$ cat config.mk
export PLATFORM = sky130hd
export DESIGN_NAME = fjq_outbuf
export DESIGN_NICKNAME = d
export VERILOG_FILES = /design/src/rtl/fjq_pkg.sv /design/src/rtl/fjq_outbuf.sv
export SDC_FILE = /design/constraint.sdc
export NUM_CORES = 1
export LEC_CHECK = 0
export BUFFER_PORTS_ARGS = -buffer_cell sky130_fd_sc_hd__buf_2
export CAP_MARGIN = 30
export CORE_MARGIN = 3
export CORE_UTILIZATION = 43
export DETAILED_ROUTE_END_ITERATION = 8
export PLACE_DENSITY = 0.77
export SETUP_SLACK_MARGIN = 0.02
export SLEW_MARGIN = 30
export SYNTH_ARGS = -nofsm -noshare
export SYNTH_HDL_FRONTEND = slang
export SYNTH_SLANG_ARGS = --single-unit
$ cat constraint.sdc
create_clock -name clk -period 10.8 [get_ports clk]
set_input_delay 2.16 -clock clk [delete_from_list [all_inputs] [get_ports clk]]
set_output_delay 2.16 -clock clk [all_outputs]
set_load 0.05 [all_outputs]
$ cat src/rtl/fjq_pkg.sv
`timescale 1ns / 1ps
// ----------------------------------------------------------------------------
// FCFS job queue package
// Shared sizes, event codes and record types for the job queue accounting unit.
// ----------------------------------------------------------------------------
package fjq_pkg;

  localparam int QUEUE_DEPTH = 64;
  localparam int PTR_W       = $clog2(QUEUE_DEPTH);
  localparam int OCC_W       = $clog2(QUEUE_DEPTH + 1);

  localparam logic KIND_TICK   = 1'b0;
  localparam logic KIND_ARRIVE = 1'b1;

  typedef enum logic [1:0] {
    EV_ENTERED  = 2'd0,
    EV_RUNNING  = 2'd1,
    EV_FINISHED = 2'd2,
    EV_REJECTED = 2'd3
  } evt_e_t;

  // One input request as held in the input register.
  typedef struct packed {
    logic        kind;
    logic [15:0] job_id;
    logic [15:0] service_ticks;
    logic [15:0] deadline_ticks;
  } itm_t;

  // One queued job.
  typedef struct packed {
    logic [15:0] job_id;
    logic [31:0] arrival;
    logic [15:0] service;
    logic [15:0] deadline;
  } ent_t;

  localparam int ENT_W = $bits(ent_t);

  // One result record.
  typedef struct packed {
    evt_e_t      ev;
    logic [15:0] job;
    logic [31:0] tm;
    logic [31:0] wait_ticks;
    logic [31:0] turn_ticks;
    logic        met;
    logic        last;
  } res_t;

  function automatic logic [PTR_W-1:0] next_slot(input logic [PTR_W-1:0] p);
    logic [PTR_W-1:0] q;
    q = (p == PTR_W'(QUEUE_DEPTH - 1)) ? '0 : p + PTR_W'(1);
    return q;
  endfunction

endpackage

$ cat src/rtl/fjq_outbuf.sv
`timescale 1ns / 1ps
// ----------------------------------------------------------------------------
// FCFS job queue result buffer
// Two-entry result register that takes up to two results per request.
// ----------------------------------------------------------------------------
module fjq_outbuf
  import fjq_pkg::*;
(
  input  logic       clk,
  input  logic       rst_n,
  input  logic       load,
  input  res_t       r0,
  input  res_t       r1,
  input  logic [1:0] nres,
  output logic       room,
  input  logic       out_stall,
  output logic       out_valid,
  output res_t       out_res
);

  res_t       slot0_r, slot0_nxt, slot1_r, slot1_nxt;
  logic [1:0] cnt_r, cnt_nxt;
  logic       pop;

  assign out_valid = (cnt_r != 2'd0);
  assign out_res   = slot0_r;
  assign pop       = out_valid && !out_stall;
  // The buffer has room once everything in it is gone by the end of this cycle.
  assign room      = (cnt_r == 2'd0) || ((cnt_r == 2'd1) && pop);

  always_comb begin
    slot0_nxt = slot0_r;
    slot1_nxt = slot1_r;
    cnt_nxt   = cnt_r;
    if (load) begin
      slot0_nxt = r0;
      slot1_nxt = r1;
      cnt_nxt   = nres;
    end else if (pop) begin
      slot0_nxt = slot1_r;
      cnt_nxt   = cnt_r - 2'd1;
    end
  end

  always_ff @(posedge clk) begin
    if (!rst_n) begin
      cnt_r <= 2'd0;
    end else begin
      cnt_r <= cnt_nxt;
    end
  end

  always_ff @(posedge clk) begin
    slot0_r <= slot0_nxt;
    slot1_r <= slot1_nxt;
  end

endmodule

**Word-level counts from Yosys, hierarchy flattened**

Index checks and enable logic that the tools add are counted.

- Multiplexer cells: 4
- Order comparisons: 0
- Reductions and logical operators: 7
- $mul: 0
- Div/mod/pow operators: 0
- Bitwise logic cells: 0
- Add/sub/neg operators: 1
- Eq/ne operators: 1
- Shift-type cells: 0

Operator list:

| cell | count |
|---|---|
| 2-to-1 mux 116 bit | 2 |
| 2-to-1 mux 2 bit | 2 |
| nonzero test 2 bit | 2 |
| == test 2 x 1 -> 1 bit (second input constant) | 1 |
| logical AND 1 bit | 2 |
| zero test 2 bit | 1 |
| subtractor 2 x 1 -> 2 bit (second input constant) | 1 |
| zero test 1 bit | 1 |
| logical OR 1 bit | 1 |

- Memory bits (writable): 0
- Logic and storage cells: 28
- Flip-flop bits (word level): 234
- Memory bits (read-only): 0
- Memories: 0
- Output and inout port bits: 118
- Latch bits: 0

**Depth between registers and ports, before layout**

Gate-level depths: netlist (run 1).

- Depth in word-level cells: 4
- Mapped depth: 5
- Depth with buffers taken out: 5

**Worst setup path before layout (run 1)**

Ideal clock, no wire load.

- Path type: input to register
- From: in out_stall
- To: reg slot0_r (netlist bit out_res[0]) (enable)
- Data arrival time: 10.264 ns
- Path slack: -0.215 ns
- Stages: 1
- Path buffers: 0
- Path through: o21ai_0

- Cells in the longest elaborated chain, start to end: 3

RTL lines:

| item | line | text |
|---|---|---|
| start: declaration | fjq_outbuf.sv:16 | `input logic out_stall,` |
| zero test 1 bit | fjq_outbuf.sv:27 | `assign pop = out_valid && !out_stall;` |
| logical AND 1 bit | fjq_outbuf.sv:27 |  |
| nonzero test 2 bit (no source line) | - |  |
| end signal: assignment | fjq_outbuf.sv:54 | `slot0_r <= slot0_nxt;` |
| end: declaration | fjq_outbuf.sv:21 | `res_t slot0_r, slot0_nxt, slot1_r, slot1_nxt;` |

No other way between the ends.
A chain may end at the register's enable or synchronous reset.

**Worst setup path in the final report (run 1)**

- From: in out_stall
- To: out room

- Cells in the longest elaborated chain, start to end: 4

RTL lines:

| item | line | text |
|---|---|---|
| zero test 1 bit | fjq_outbuf.sv:27 |  |
| logical AND 1 bit | fjq_outbuf.sv:27 |  |
| logical AND 1 bit | fjq_outbuf.sv:29 | `assign room = (cnt_r == 2'd0) \|\| ((cnt_r == 2'd1) && pop);` |
| logical OR 1 bit | fjq_outbuf.sv:29 |  |
| end: declaration | fjq_outbuf.sv:15 | `output logic room,` |

No other way between the ends.

==> results of run 1 <==
-- path summary, 6_finish.rpt --
path | slack [ps] | end | depth (start not counted)
worst min register to register | 550 | out_res[77] | 1
worst max register to register | 8840 | out_res[97] | 4
worst min-delay path | 550 | out_res[77] | 1
worst max-delay path | 5920 | room | 3
-- sequential cells by signal (all words and copies together) (netlist names) --
name	count
slot1_r	116
cnt_r	2
out_res	116
-- layout make-up --
type,count,area (µm²),share of cell area (%)
clock buffers,33,686,6.03
repair buffers,359,1820,16.0
inverters,5,18.8,0.165
well taps,260,325,2.86
multi-input cells,128,1400,12.3
clock inverters,11,98.8,0.870
flip-flops and latches,234,7010,61.7
diodes,2,5.00,0.0440
-- metal layers --
layer / vias to the layer above / GRT usage (%)
met3: 47 / 5.62
met1: 2201 / 18.8
li1: 2258 / -
met4: 4 / 5.83
met2: 233 / 28.3
met5: - / 0
-- cell usage in the layout, fill, tap and decap left out, drive strengths merged --
master	count
a21boi	1
a21oi	1
buf	359
bufinv	2
clkbuf	33
clkinv	9
dfxtp	2
diode	2
edfxtp	232
ha	2
inv	5
mux2	116
nand2	1
nor2	1
o21ai	3
o31a	1
or4	1
xnor2	1
-- worst max-delay path, delay by kind of cell --
kind,cells,cell delay (ps)
compound gates,1,150
buf+inv,2,410
-- cells by family (layout without fill, tap and decap cells) --
| logic type | Yosys count | count (layout) | share of synthesized area [%] |
|---|---|---|---|
| buffers and inverters | 18 | 408 | 1.02 |
| AND/OR/NAND/NOR | 3 | 3 | 0.177 |
| adder cells (fa/ha/maj) | 2 | 2 | 0.295 |
| AO/OA/AOI/OAI | 6 | 6 | 0.428 |
| other | 0 | 2 | 0 |
| flip-flops | 234 | 234 | 82.6 |
| multiplexers | 116 | 116 | 15.4 |
| XOR/XNOR | 1 | 1 | 0.103 |
-- through the flow --
step / cells / setup slack (ps) / utilization (%) / hold WS [ps]
final: 1032 / 5920 / 59.8 / 546
after global routing: 1031 / 5810 / 59.7 / 553
after floorplan: 380 / 2920 / - / 525
after detailed placement: 986 / 5930 / 55.6 / 533
after global placement: 986 / 5900 / 55.6 / 526
after CTS: 1030 / 5920 / 59.7 / 545
-- where the power goes --
part / switching [W] / internal, W
combinational: 0.000229 / 0.0000963
sequential: 0.0000189 / 0.00110
clock: 0.000316 / 0.000490
==> key figures, run 1 <==
Routing
  – Top layer in use: met5
  – Wire per inst: 17.7 µm
  – Via density: 4.60
  – DR pass1 iterations: 4
  – DRC violation total after the first TritonRoute iteration: 230
  – M1 WL: 6.66 mm
  – Met2 WL: 9.29 mm
  – Via count: 4743
  – Final WL: 18.2 mm
  – Drc violations: 0
  – Metal3 WL: 1.67 mm
  – Routed Antenna Nets: 0

STA
  – Skew final: 11.4 ps
  – Fin crit share: 45.2%
  – Final Hold Fails: 0
  – Worst-margin pin slew: 934 ps
  – Slew Limit Fails: 0
  – Slew HR: 37.7%
  – F_max: 205 MHz
  – Final setup violation count: 0
  – RSZ-0062 raised after global routing: false
  – Setup TNS: 0 ps
  – Clock period minus worst slack: 4880 ps

Yosys
  – Avg Inst Size Synth: 22.3 µm²
  – Post-synth EDFFs: 232
  – Synth cell count leaders: 232 x edfxtp_1, 116 x mux2_2, 12 x buf_2
  – Primary FF master, synth: edfxtp_1
  – Synth Net Count: 620
  – Async set-reset flop share out of synthesis: 0%
  – Yosys reg bits: 234
  – Post-synth top area share: 82.1%
  – Post-synth cell types: 15
  – Dominant cells by area after synthesis: edfxtp_1 82%, mux2_2 15%, buf_2 0.71%
  – Synth area leader: edfxtp_1
  – Post-Syn Area: 8480 µm²
  – Synthesized instance count: 380
  – Sequential area share after synthesis: 82.6%
  – Synthesis Warnings: 0
  – Most common cell in the synthesized netlist: edfxtp_1

Hold path
  – Hold WC Path Type: reg -> reg
  – HP Start: slot1_r[77]

Outcome
  – Outcome: complete, no violations

Die
  – Starting Density: 44.6%
  – Site Rows: 50
  – Die footprint: 21500 µm²
  – Die Height: 146 µm
  – Core ar.: 19000 µm²
  – I/O Pins: 356
  – Die W: 146 µm

CTS
  – Postcts setup bufs: 0
  – Post-CTS Hold Fix Bufs: 0
  – CTS Buf Count: 25
  – Root Buffer: clkbuf_16
  – Clk buf depth: 3
  – TritonCTS clock tree: built
  – Clk slew on worst S/H paths: 50 ps
  – PostCTS Resize Cnt: 0
  – Number of H-tree levels: 1
  – Clock sink count: 234
  – Clock latency at the later pin of the worst-skew pair: 500 ps

Cells and area
  – Post-route cell area: 11400 µm²
  – Final #Nets: 993
  – Fillers: 1489
  – Share of cells above drive strength 1: 66.2%
  – Layout area overhead: 33.9%

Critical path
  – Crit path required time: 8640 ps
  – CP Cell Sequence: buf_2 -> o21ai_0 -> buf_2
  – RR Startpoint: cnt_r[0]
  – Startpoint Class: input port
  – Setup crit end kind: output pin
  – Most frequent cell on the critical path: buf_2
  – Slowest stage delay, CP: 280 ps
  – Max FO, Critical Path: 4
  – Worst path slowest cell: buf_2
  – Critical Path Source: out_stall
  – Worst path arrival time: 2720 ps
  – Setup CP Type: in -> out

Placed design
  – Routability cong.: 0.797
  – Post-DP Area: 10600 µm²
  – IO Port Bufs: 355
  – HPWL Detailed: 13.1 mm

Power and ir drop
  – Power per standard cell area: 198 nW/µm²
  – Peak VDD IR: 0.168 mV
  – Leakage: 4.62 nW
  – Overall power: 0.00225 W

Job
  – MaxCap Viol Count: 0

GRT
  – Global route overflow: 0
  – All-Layer GR Usage: 16.3%
  – First-pass GRT wire length: 27.5 mm
  – Largest net degree at the start of global routing: 83
  – Vias in the first global route: 5077
  – Initial antenna violation count: 3
Power figures use the tool's default switching activity.
==> inputs of run 2 (changes only) <==
clock period = 3.9 ns   (was 10.8 ns; I/O delays follow)
==> run 2 against run 1 <==
  * Hold slack lost 96 ps
  * Routed wire length grew 1.5%
  * Register-to-register slack lost 6800 ps
  * Clock power grew to 2.6 times the previous value
  * Utilization shrank 0.15 points
  * Flip-flop and latch count is the same
==> key figures, run 2 (synthesized netlist as in run 1, its figures left out) <==
Outcome
  – Outcome: complete, no violations

CTS
  – Clk slew on worst S/H paths: 60 ps
  – Clock sink count: 234
  – Clock latency at the later pin of the worst-skew pair: 500 ps
  – Root Buffer: clkbuf_16
  – PostCTS Resize Cnt: 0
  – CTS Buf Count: 25
  – Postcts setup bufs: 0
  – Clk buf depth: 3
  – TritonCTS clock tree: built
  – Number of H-tree levels: 1
  – Post-CTS Hold Fix Bufs: 0

Power and ir drop
  – Sw frac: 26.3%
  – Overall power: 0.00607 W
  – Combinational share of power: 14.9%
  – Peak VDD IR: 0.434 mV
  – Reg power frac: 50.9%
  – Leakage: 4.61 nW
  – Power per standard cell area: 536 nW/µm²
  – Int Power: 0.00447 W
  – Clk pwr share: 34.2%
  – Switch Pwr: 0.00160 W

Routing
  – Routed Antenna Nets: 0
  – Drc violations: 0
  – Final WL: 18.5 mm
  – DR pass1 iterations: 4
  – Via count: 4852
  – Via density: 4.70
  – DRC violation total after the first TritonRoute iteration: 167
  – Wire per inst: 17.9 µm

STA
  – Fin crit share: 61.3%
  – F_max: 418 MHz
  – Skew final: 11.0 ps
  – Final Hold Fails: 0
  – RSZ-0062 raised after global routing: false
  – Slew HR: 53.5%
  – Final setup violation count: 0
  – Setup TNS: 0 ps
  – Worst-margin pin slew: 697 ps
  – Clock period minus worst slack: 2390 ps
  – Slew Limit Fails: 0

Die
  – Core ar.: 19000 µm²
  – Die W: 146 µm
  – Die footprint: 21500 µm²
  – I/O Pins: 356
  – Starting Density: 44.6%
  – Die Height: 146 µm
  – Site Rows: 50

GRT
  – Initial antenna violation count: 3
  – Global route overflow: 0
  – First-pass GRT wire length: 28.2 mm
  – All-Layer GR Usage: 16.7%
  – Vias in the first global route: 5238
  – Largest net degree at the start of global routing: 118

Cells and area
  – Post-Layout Cell Count: 1033
  – Final #Nets: 994
  – Fillers: 1466
  – Layout area overhead: 33.6%
  – Most frequent cells in the layout: 354 x buf_2, 232 x edfxtp_1, 116 x mux2_2, 25 x clkbuf_16, 12 x clkinv_1
  – Commonest non-fill, non-tap cell in the layout: buf_2
  – Share of cells above drive strength 1: 66.1%

Placed design
  – HPWL Detailed: 13.5 mm
  – # placed instances: 987
  – Routability cong.: 0.746
  – IO Port Bufs: 355

Job
  – MaxCap Viol Count: 0

Hold path
  – Hold WC Path Type: in -> reg

Critical path
  – Setup CP Type: reg -> out
  – Max FO, Critical Path: 4
  – Worst path arrival time: 1610 ps
  – Crit path required time: 3120 ps
  – Setup crit end kind: output pin
  – Startpoint Class: flop
run 2: changes by cell type in the layout (fill, tap and decap cells not counted), moves of 2 or more:
| cell | delta |
|---|---|
| clkbuf_1 | -5 |
| buf_12 | +2 |
| clkbuf_8 | -3 |
| bufinv_16 | -2 |
| clkinv_1 | +7 |
run 2: worst max-delay path: stages, from the launching register on:
cell	delay, ps
dfxtp_1	340
inv_1	70
ha_1	250
inv_1	90
o21ai_0	70
buf_2	290
run 2: path summary, 6_finish.rpt:
| path | cells after the start | to | slack, ps | from |
|---|---|---|---|---|
| setup / recovery | 5 | room | 1510 | cnt_r[0] |
| hold / removal | 1 | slot1_r[69] | 450 | r1[69] |
| setup reg to reg | 4 | out_res[33] | 2000 | cnt_r[0] |
| hold reg to reg | 1 | out_res[23] | 550 | slot1_r[23] |
run 2: cell type report:
cell class	instances	area, µm²	area share (%)
flip-flops and latches	234	7010	61.8
repair buffers	360	1850	16.3
multi-input cells	128	1400	12.4
clock buffers	25	626	5.52
well taps	260	325	2.87
clock inverters	20	104	0.916
inverters	5	18.8	0.166
diodes	1	2.50	0.0221
run 2: layer usage:
layer  global-route usage (%)  vias up  wire (µm)
met3                     6.92       54       1910
met2                     29.7      263       9540
li1                         -     2265          -
met5                        0        -         21
met1                     17.7     2266       6310
met4                     6.54        4        748
run 2: power by group through the flow:
stage	clock network, W	logic [W]	registers (W)
after floorplan	0	0.000181	0.00357
after global placement	0	0.000902	0.00314
after detailed placement	0	0.000915	0.00314
after CTS	0.00215	0.000917	0.00309
after global routing	0.00225	0.000954	0.00311
final	0.00208	0.000907	0.00309
run 2: stage by stage:
stage,setup WS (ps),hold WS [ps],util (%),cell area (µm²)
finish,1510,449,59.6,11300
global route,1390,421,59.6,11300
CTS,1480,425,59.6,11300
detailed placement,1610,533,55.8,10600
global placement,1650,526,55.8,10600
floorplan,813,525,-,8500
==> inputs of run 3 (changes only) <==
ABC_AREA = 1   (was default)
clock period = 2 ns   (was 3.9 ns; I/O delays follow)
==> run 3 against run 2 <==
  * First-iteration DRC count is 85% higher
  * Via count is 22% higher
  * Routed wire length is 11% higher
  * Sequential share of layout area is 0.69 points lower
  * Clock skew is 10 ps higher
  * Power is 100% higher
  * Synthesized cell count is 66% higher
  * Critical path depth is 1 higher
  * Die area is 0.70% higher
  * Area after synthesis is 0.72% higher
  * Critical path type unchanged
  * Largest cell class unchanged
==> key figures, run 3 <==
GRT
  – Global route overflow: 0
  – Initial antenna violation count: 1
  – Vias in the first global route: 5904
  – All-Layer GR Usage: 18.2%
  – Largest net degree at the start of global routing: 99
  – First-pass GRT wire length: 31.1 mm

Routing
  – Via density: 4.63
  – Final WL: 20.6 mm
  – Wire per inst: 16.1 µm
  – Routed Antenna Nets: 0
  – Met2 WL: 10.3 mm
  – M1 WL: 7.34 mm
  – Via count: 5896
  – Drc violations: 0
  – Metal3 WL: 2.15 mm
  – DRC violation total after the first TritonRoute iteration: 309
  – DR pass1 iterations: 5
  – Top layer in use: met5

STA
  – Slew HR: 69.0%
  – Fin crit share: 93.1%
  – F_max: 537 MHz
  – Worst-margin pin slew: 466 ps
  – Worst hold slack: 64.6 ps
  – RSZ-0062 raised after global routing: false
  – Skew final: 21.2 ps
  – Final Hold Fails: 0
  – Clock period minus worst slack: 1860 ps
  – Final setup violation count: 0
  – Slew Limit Fails: 0
  – Setup WS post-layout: 138 ps

Cells and area
  – Post-route cell area: 11500 µm²
  – Most frequent cells in the layout: 358 x nand2_1, 353 x buf_2, 232 x edfxtp_1, 25 x clkbuf_16, 8 x clkbuf_1
  – Antenna diodes: 0
  – Fin util: 60.1%
  – Layout area overhead: 34.2%
  – Post-Layout Cell Count: 1274
  – Share of cells above drive strength 1: 39.5%
  – Commonest non-fill, non-tap cell in the layout: nand2_1
  – Final #Nets: 1238

Power and ir drop
  – Power per standard cell area: 1060 nW/µm²
  – Leakage: 5.27 nW
  – Peak VDD IR: 0.679 mV

Critical path
  – Crit path required time: 1600 ps
  – RR Startpoint: cnt_r[0]
  – Setup CP Type: reg -> out
  – Worst path arrival time: 1460 ps
  – Reg2reg setup slack: 520 ps
  – RR Endpoint: out_res[115]
  – Max FO, Critical Path: 4
  – Startpoint Class: flop
  – Setup crit end kind: output pin
  – R2R cell count: 4

Yosys
  – Avg Inst Size Synth: 13.5 µm²
  – Post-synth EDFFs: 232
  – Post-Syn Area: 8550 µm²
  – Post-synth top area share: 81.5%
  – Synthesis Warnings: 0
  – Yosys reg bits: 234
  – Post-synth cell types: 12
  – Sequential area share after synthesis: 82.0%
  – Synth cell count leaders: 358 x nand2_1, 232 x edfxtp_1, 17 x buf_2
  – Dominant cells by area after synthesis: edfxtp_1 82%, nand2_1 16%, buf_2 1.0%
  – Most common cell in the synthesized netlist: nand2_1
  – Synth area leader: edfxtp_1
  – Synthesized instance count: 632
  – Synth Net Count: 872
  – Primary FF master, synth: edfxtp_1
  – Async set-reset flop share out of synthesis: 0%

Job
  – MaxCap Viol Count: 0

CTS
  – Number of H-tree levels: 1
  – TritonCTS clock tree: built
  – Clock latency at the later pin of the worst-skew pair: 510 ps
  – Clock sink count: 234
  – Root Buffer: clkbuf_16
  – Clk slew on worst S/H paths: 60 ps
  – Post-CTS Hold Fix Bufs: 0
  – Postcts setup bufs: 0
  – Clk buf depth: 3
  – CTS Buf Count: 25

Placed design
  – # placed instances: 1231
  – Routability cong.: 0.779
  – Post-Place Setup Slack: 413 ps
  – IO Port Bufs: 355
  – HPWL Detailed: 14.4 mm
  – Post-DP Area: 10700 µm²

Die
  – Site Rows: 50
  – Core ar.: 19100 µm²
  – Starting Density: 44.8%
  – I/O Pins: 356
  – Die Height: 147 µm
  – Die footprint: 21600 µm²
  – Die W: 147 µm

Hold path
  – HP Start: r1[14]
  – Hold WC Path Type: in -> reg
  – Worst Hold Path Cells: 1
  – Hold Path End: slot1_r[14]

Outcome
  – Outcome: complete, no violations
==> run 3: cell types whose count changed after synthesis, moves of 2 or more <==
| cell | previous run | this run |
|---|---|---|
| nand2_1 | 1 | 358 |
| mux2_2 | 116 | 0 |
| clkbuf_1 | 0 | 7 |
| buf_2 | 12 | 17 |
| nor2_1 | 1 | 6 |
| o21ai_0 | 3 | 1 |
==> run 3: per-stage QoR <==
stage	power, W	setup TNS (ps)
after CTS	0.0123	0
after floorplan	0.00739	-102050
after detailed placement	0.00807	0
final	0.0121	0
after global placement	0.00803	0
after global routing	0.0126	0
==> run 3: power by group <==
group | switching [W] | total, W | internal (W)
clock | 0.00174 | 0.00417 | 0.00242
combinational | 0.00142 | 0.00189 | 0.000476
sequential | 0.000132 | 0.00607 | 0.00594
total | 0.00329 | 0.0121 | 0.00884
==> run 3: timing repair <==
item / in CTS / in global routing
resized for setup: 1 / 4
hold endpoints to repair: 0 / 0
gates cloned: 0 / 0
setup endpoints to repair: 1 / 1
==> run 3: cell type report <==
type	instances	area [µm²]
Fill cell	1508	7610
Sequential cell	234	7010
Timing Repair Buffer	364	1950
Multi-Input combinational cell	368	1430
Clock buffer	33	656
Tap cell	260	325
Clock inverter	10	76.3
Inverter	5	21.3
==> run 3: cells by family (layout without fill, tap and decap cells) <==
group                      Yosys count  count (layout)  share of synthesized area (%)
and+or+nand+nor                    364             364                           16.0
buffers and inverters               30             412                           1.61
adders and majority gates            2               2                          0.293
AOI/OAI and AO/OA                    2               2                          0.117
DFF                                234             234                           82.0
==> run 3: worst max-delay path by stage <==
stage               depth (start not counted)  slack, ps     start           to
floorplan                                   3       -870  cnt_r[0]   out_res[0]
global placement                            4        460      load  out_res[54]
detailed placement                          4        410      load  out_res[54]
CTS                                         6         60  cnt_r[1]         room
global route                                6         30  cnt_r[1]         room
finish                                      6        140  cnt_r[0]         room
==> run 3: critical path: stages, from the launching register on <==
cell and delay (ps):
dfxtp_4 360, inv_2 40, ha_4 170, nor2_4 100, nand2_1 50, nand2_1 80
buf_6 160
==> run 3: per-layer routing <==
layer  track usage [%]  up-vias
li1                  -     2864
met1              21.2     2661
met2              31.9      313
met3              5.68       56
met4              6.48        2
met5                 0        -
